--- src/rtl/tte_pkg.sv ---
// Package: types, codes and sizing for the transposition table engine.
`default_nettype none

package tte_pkg;

	localparam int TABLE_ENTRIES = 1024;
	localparam int IDX_W         = (TABLE_ENTRIES > 1) ? $clog2(TABLE_ENTRIES) : 1;
	localparam logic [IDX_W-1:0] LAST_IDX = IDX_W'(TABLE_ENTRIES - 1);

	// operation codes
	localparam logic [2:0] FUNC_PROBE    = 3'd0;
	localparam logic [2:0] FUNC_MOVE     = 3'd1;
	localparam logic [2:0] FUNC_STORE    = 3'd2;
	localparam logic [2:0] FUNC_PV_MOVE  = 3'd3;
	localparam logic [2:0] FUNC_PV_STORE = 3'd4;
	localparam logic [2:0] FUNC_CLEAR    = 3'd5;

	// bound flags
	localparam logic [1:0] FLAG_EMPTY = 2'd0;
	localparam logic [1:0] FLAG_EXACT = 2'd1;
	localparam logic [1:0] FLAG_UPPER = 2'd2;
	localparam logic [1:0] FLAG_LOWER = 2'd3;

	// result status
	localparam logic [1:0] STAT_MISS  = 2'd0;
	localparam logic [1:0] STAT_EXACT = 2'd1;
	localparam logic [1:0] STAT_ALPHA = 2'd2;
	localparam logic [1:0] STAT_BETA  = 2'd3;
	localparam logic [1:0] STAT_HIT   = 2'd1;

	typedef struct packed {
		logic [2:0]         func;
		logic [63:0]        key;
		logic [63:0]        move_in;
		logic signed [23:0] score_in;
		logic signed [23:0] window_low;
		logic signed [23:0] window_high;
		logic [6:0]         search_depth;
		logic [1:0]         bound_kind;
	} tte_req_t;

	typedef struct packed {
		logic [1:0]         status;
		logic signed [23:0] score_out;
		logic [63:0]        move_out;
	} tte_rsp_t;

	typedef struct packed {
		logic [63:0]        key;
		logic [63:0]        move;
		logic [6:0]         depth;
		logic [1:0]         flag;
		logic signed [23:0] score;
	} tte_entry_t;

	localparam int ENTRY_W = $bits(tte_entry_t);

	// controller -> datapath
	typedef struct packed {
		logic             capture;
		logic             commit;
		logic             sweep;
		logic [IDX_W-1:0] sweep_idx;
	} tte_cmd_t;

	// datapath -> controller
	typedef struct packed {
		logic is_clear;
	} tte_stat_t;

endpackage

`default_nettype wire

--- src/rtl/tte_ctrl.sv ---
// Controller: sweep/idle/execute sequencing, handshakes and result valid.
`default_nettype none

module tte_ctrl (
	input  wire logic               clk,
	input  wire logic               arst_n,
	input  wire logic               req_valid,
	output logic                    req_ready,
	output logic                    rsp_valid,
	input  wire logic               rsp_ready,
	input  wire tte_pkg::tte_stat_t stat,
	output tte_pkg::tte_cmd_t       cmd
);
	import tte_pkg::*;

	typedef enum logic [1:0] {
		ST_SWEEP,
		ST_IDLE,
		ST_EXEC
	} state_t;

	state_t           state_q;
	logic [IDX_W-1:0] idx_q;
	logic             out_valid_q;
	logic             can_commit;

	// result register is free or being emptied this cycle
	assign can_commit = !out_valid_q || rsp_ready;

	always_comb begin
		cmd.capture   = (state_q == ST_IDLE) && req_valid;
		cmd.commit    = (state_q == ST_EXEC) && can_commit;
		cmd.sweep     = (state_q == ST_SWEEP);
		cmd.sweep_idx = idx_q;
	end

	assign req_ready = (state_q == ST_IDLE);
	assign rsp_valid = out_valid_q;

	always_ff @(posedge clk or negedge arst_n) begin
		if (!arst_n) begin
			state_q     <= ST_SWEEP;
			idx_q       <= '0;
			out_valid_q <= 1'b0;
		end else begin
			if (cmd.commit) begin
				out_valid_q <= 1'b1;
			end else if (out_valid_q && rsp_ready) begin
				out_valid_q <= 1'b0;
			end
			case (state_q)
				ST_SWEEP: begin
					idx_q <= idx_q + 1'b1;
					if (idx_q == LAST_IDX) begin
						state_q <= ST_IDLE;
					end
				end
				ST_IDLE: begin
					if (req_valid) begin
						state_q <= ST_EXEC;
					end
				end
				ST_EXEC: begin
					if (can_commit) begin
						idx_q   <= '0;
						state_q <= stat.is_clear ? ST_SWEEP : ST_IDLE;
					end
				end
				default: begin
					state_q <= ST_IDLE;
				end
			endcase
		end
	end

endmodule

`default_nettype wire

--- config.mk ---
export PLATFORM = sky130hd
export DESIGN_NAME = tte_ctrl
export DESIGN_NICKNAME = d
export VERILOG_FILES = /design/src/rtl/tte_pkg.sv /design/src/rtl/tte_ctrl.sv
export SDC_FILE = /design/constraint.sdc
export NUM_CORES = 1
export LEC_CHECK = 0
export BUFFER_PORTS_ARGS = -buffer_cell sky130_fd_sc_hd__buf_2
export CORE_UTILIZATION = 48
export DETAILED_ROUTE_END_ITERATION = 16
export PLACE_DENSITY = 0.74
export SYNTH_ARGS = -nofsm -noshare
export SYNTH_HDL_FRONTEND = slang
export SYNTH_SLANG_ARGS = --single-unit
--- constraint.sdc ---
create_clock -name clk -period 2.3 [get_ports clk]
set_input_delay 0.23 -clock clk [delete_from_list [all_inputs] [get_ports clk]]
set_output_delay 0.23 -clock clk [all_outputs]
set_load 0.01 [all_outputs]
==> results.yml <==
cts:
  cts_tree: "yes"
  htree_num_levels: 1
  cts_buffers: 3
  clk_latency_ns: 0.27
  clockRootBuffer: "clkbuf_4"
  cts_sinks: 13
  cts.path.max_buffers: 2
  clkSlewWorstSetupHoldPaths_ns: 0.08
timing:
  layout_min_cycle_time_ns: 1.76
  period_share_pct: 76.3
  rsz0062_at_grt: "false"
  max_freq_ghz: 0.570
  hold_ws_ns: 0.210
  worst_slack_ns: 0.544
  maxSlewHeadroom_pct: 70.9
  finalSetupTns_ns: 0
  fin_skew_ns: 0.00101
  slew_viol_final: 0
  hold_viol_final: 0
  setup_violations: 0
  worst_pin_slew_ns: 0.435
placed_design:
  portBuffers: 19
  gp_congestion: 0.763
  dp_hpwl_mm: 1.06
  pre_cts_ws_ns: 0.568
  postPlaceCellArea_um2: 768
  placedCellCount: 100
yosys:
  synth_fp_nets: 73
  synth_top_area_share_pct: 48.9
  yosysWarningCount: 0
  ys_types: 25
  syn_area_um2: 666
  syn_avg_cell_area_um2: 9.93
  ys_seq_elements: 13
  syn_inst: 67
  yosysSeqAreaShare_pct: 48.9
  synth.area.top_cells: "dfrtp_1 (49%), mux2i_1 (4.5%), o211ai_1 (4.5%), nand2_1 (3.9%), nand3_1 (3.8%)"
  yosys.area.top_type: "dfrtp_1"
route:
  via_count: 611
  routedWlPerCell_um: 13.7
  drc: 0
  drt_iter0_drc: 21
  finalWirelength_mm: 1.44
  drtAntennaViolNets: 0
  drtPass1Iterations: 5
  vias_per_cell: 5.82
floorplanning:
  start_util_pct: 51.2
  dieWidth_um: 39.2
  die_area_um2: 1540
  die_h_um: 39.2
  row_count: 13
  core_um2: 1300
  io_pins: 20
pwr:
  power_density_nw_per_um2: 470
  power.total_uw: 378
  leakage_nw: 0.379
  ir_worst_vdd_mv: 0.303
global_routing:
  grt_pass1_wl_mm: 2.37
  grt_max_degree: 14
  grt_remaining_overflow: 0
  grt_usage_pct: 23.4
  grt_pass1_vias: 549
  antenna_found_initial: 0
cells_and_area:
  drive_gt1_share_pct: 27.8
  antennaDiodeCount: 0
  fin_cells: 105
  seqCellArea_um2: 325
  area_delta_synth_final_pct: 20.9
  fin_nets: 97
  multiInputGateArea_um2: 318
  stdcell_area_um2: 805
  fillers: 119
  post-route-util_pct: 61.8
worst_setup_path:
  critPathKind: "flip-flop to flip-flop"
  required_ns: 2.50
  worstSetupEndpointType: "flip-flop"
  crit_arrival_ns: 1.95
  critPathMaxFanout: 6
  cp-start-kind: "flip-flop"
worst_hold_path:
  hp-class: "input pin to flip-flop"
job:
  cap_violations: 0
run_status:
  status: "complete, no violations"
## state kept, by name, summed over array words and instances (netlist names)
signal,cells
idx_q,10
state_q,2
rsp_valid,1
## Yosys cell counts, drive strengths merged
library cell	count
a21oi	3
and2b	1
buf	1
dfrtp	13
ha	1
inv	3
mux2i	3
nand2	7
nand2b	2
nand3	5
nand4	2
nor2	2
nor2b	1
nor3b	1
nor4	2
o211ai	4
o21ai	5
o221ai	1
o31a	1
o31ai	2
or2	1
or3	1
or3b	1
or4	3
xor2	1
## worst max-delay path, cell delays in order (launching register included)
cell     delay [ns]
dfrtp_1        0.45
ha_1           0.23
or3b_2         0.52
or3_1          0.32
a21oi_1        0.15
## final cells by class
cell class / count / area share, %
inverter: 3 / 1.40
sequential: 13 / 40.4
clock buffer: 4 / 3.27
tap: 15 / 2.33
multi-input combinational: 50 / 39.5
timing repair buffer: 20 / 13.1
## kinds of logic after synthesis
logic type / count (synthesis) / share of synthesized area, %
and+or+nand+nor: 29 / 24.4
AOI/OAI and AO/OA: 16 / 15.6
DFF: 13 / 48.9
buffers and inverters: 4 / 3.38
muxes: 3 / 4.51
xor gates and xnor gates: 1 / 1.32
adders and majority gates: 1 / 1.88
## cell usage in the layout, fill, tap and decap left out
cell type      instances
nand2_1                7
or3_1                  1
o31ai_1                2
o221ai_1               1
nand3_1                5
or3b_2                 1
nor3b_1                1
nand4_1                2
buf_2                 19
o211ai_1               4
and2b_2                1
nor2b_1                1
mux2i_1                3
nor2_1                 2
nor4_1                 2
o21ai_0                5
clkbuf_1               1
or4_1                  3
nand2b_1               2
clkbuf_4               3
inv_1                  3
ha_1                   1
or2_1                  1
xor2_1                 1
o31a_2                 1
dfrtp_1               13
a21oi_1                3
dlygate4sd3_1          1
## routing by layer
| metal | part of all wire (%) | GRT usage (%) | up-vias |
|---|---|---|---|
| li1 | - | - | 299 |
| met1 | 47 | 32.6 | 288 |
| met2 | 48 | 35.4 | 22 |
| met3 | 3.9 | 3.47 | 2 |
| met4 | 0.49 | 10.3 | 0 |
| met5 | 0 | 0 | - |
## timing repair
item / 4_1_cts / 5_1_grt
hold buffers: 1 / 0
resized for setup: 0 / 0
buffers inserted: 0 / 0
endpoints found under the hold margin: 13 / 0
## worst paths after layout
kind                            from    endpoint  slack [ns]  cells after the start
hold / removal             req_valid  state_q[1]        0.21                      3
min in group asynchronous     arst_n    idx_q[7]        0.37                      2
setup reg to reg            idx_q[0]    idx_q[4]        0.54                      4
max in group asynchronous     arst_n    idx_q[2]        1.71                      2
setup / recovery            idx_q[0]    idx_q[4]        0.54                      4
hold reg to reg             idx_q[9]    idx_q[9]        0.50                      1
## power by group
| group | switching, mW | internal (mW) |
|---|---|---|
| registers | 0.0000000000000000560 | 0.228 |
| logic | 0.00535 | 0.00376 |
| clock network | 0.0733 | 0.0672 |
Power figures use the tool's default switching activity.
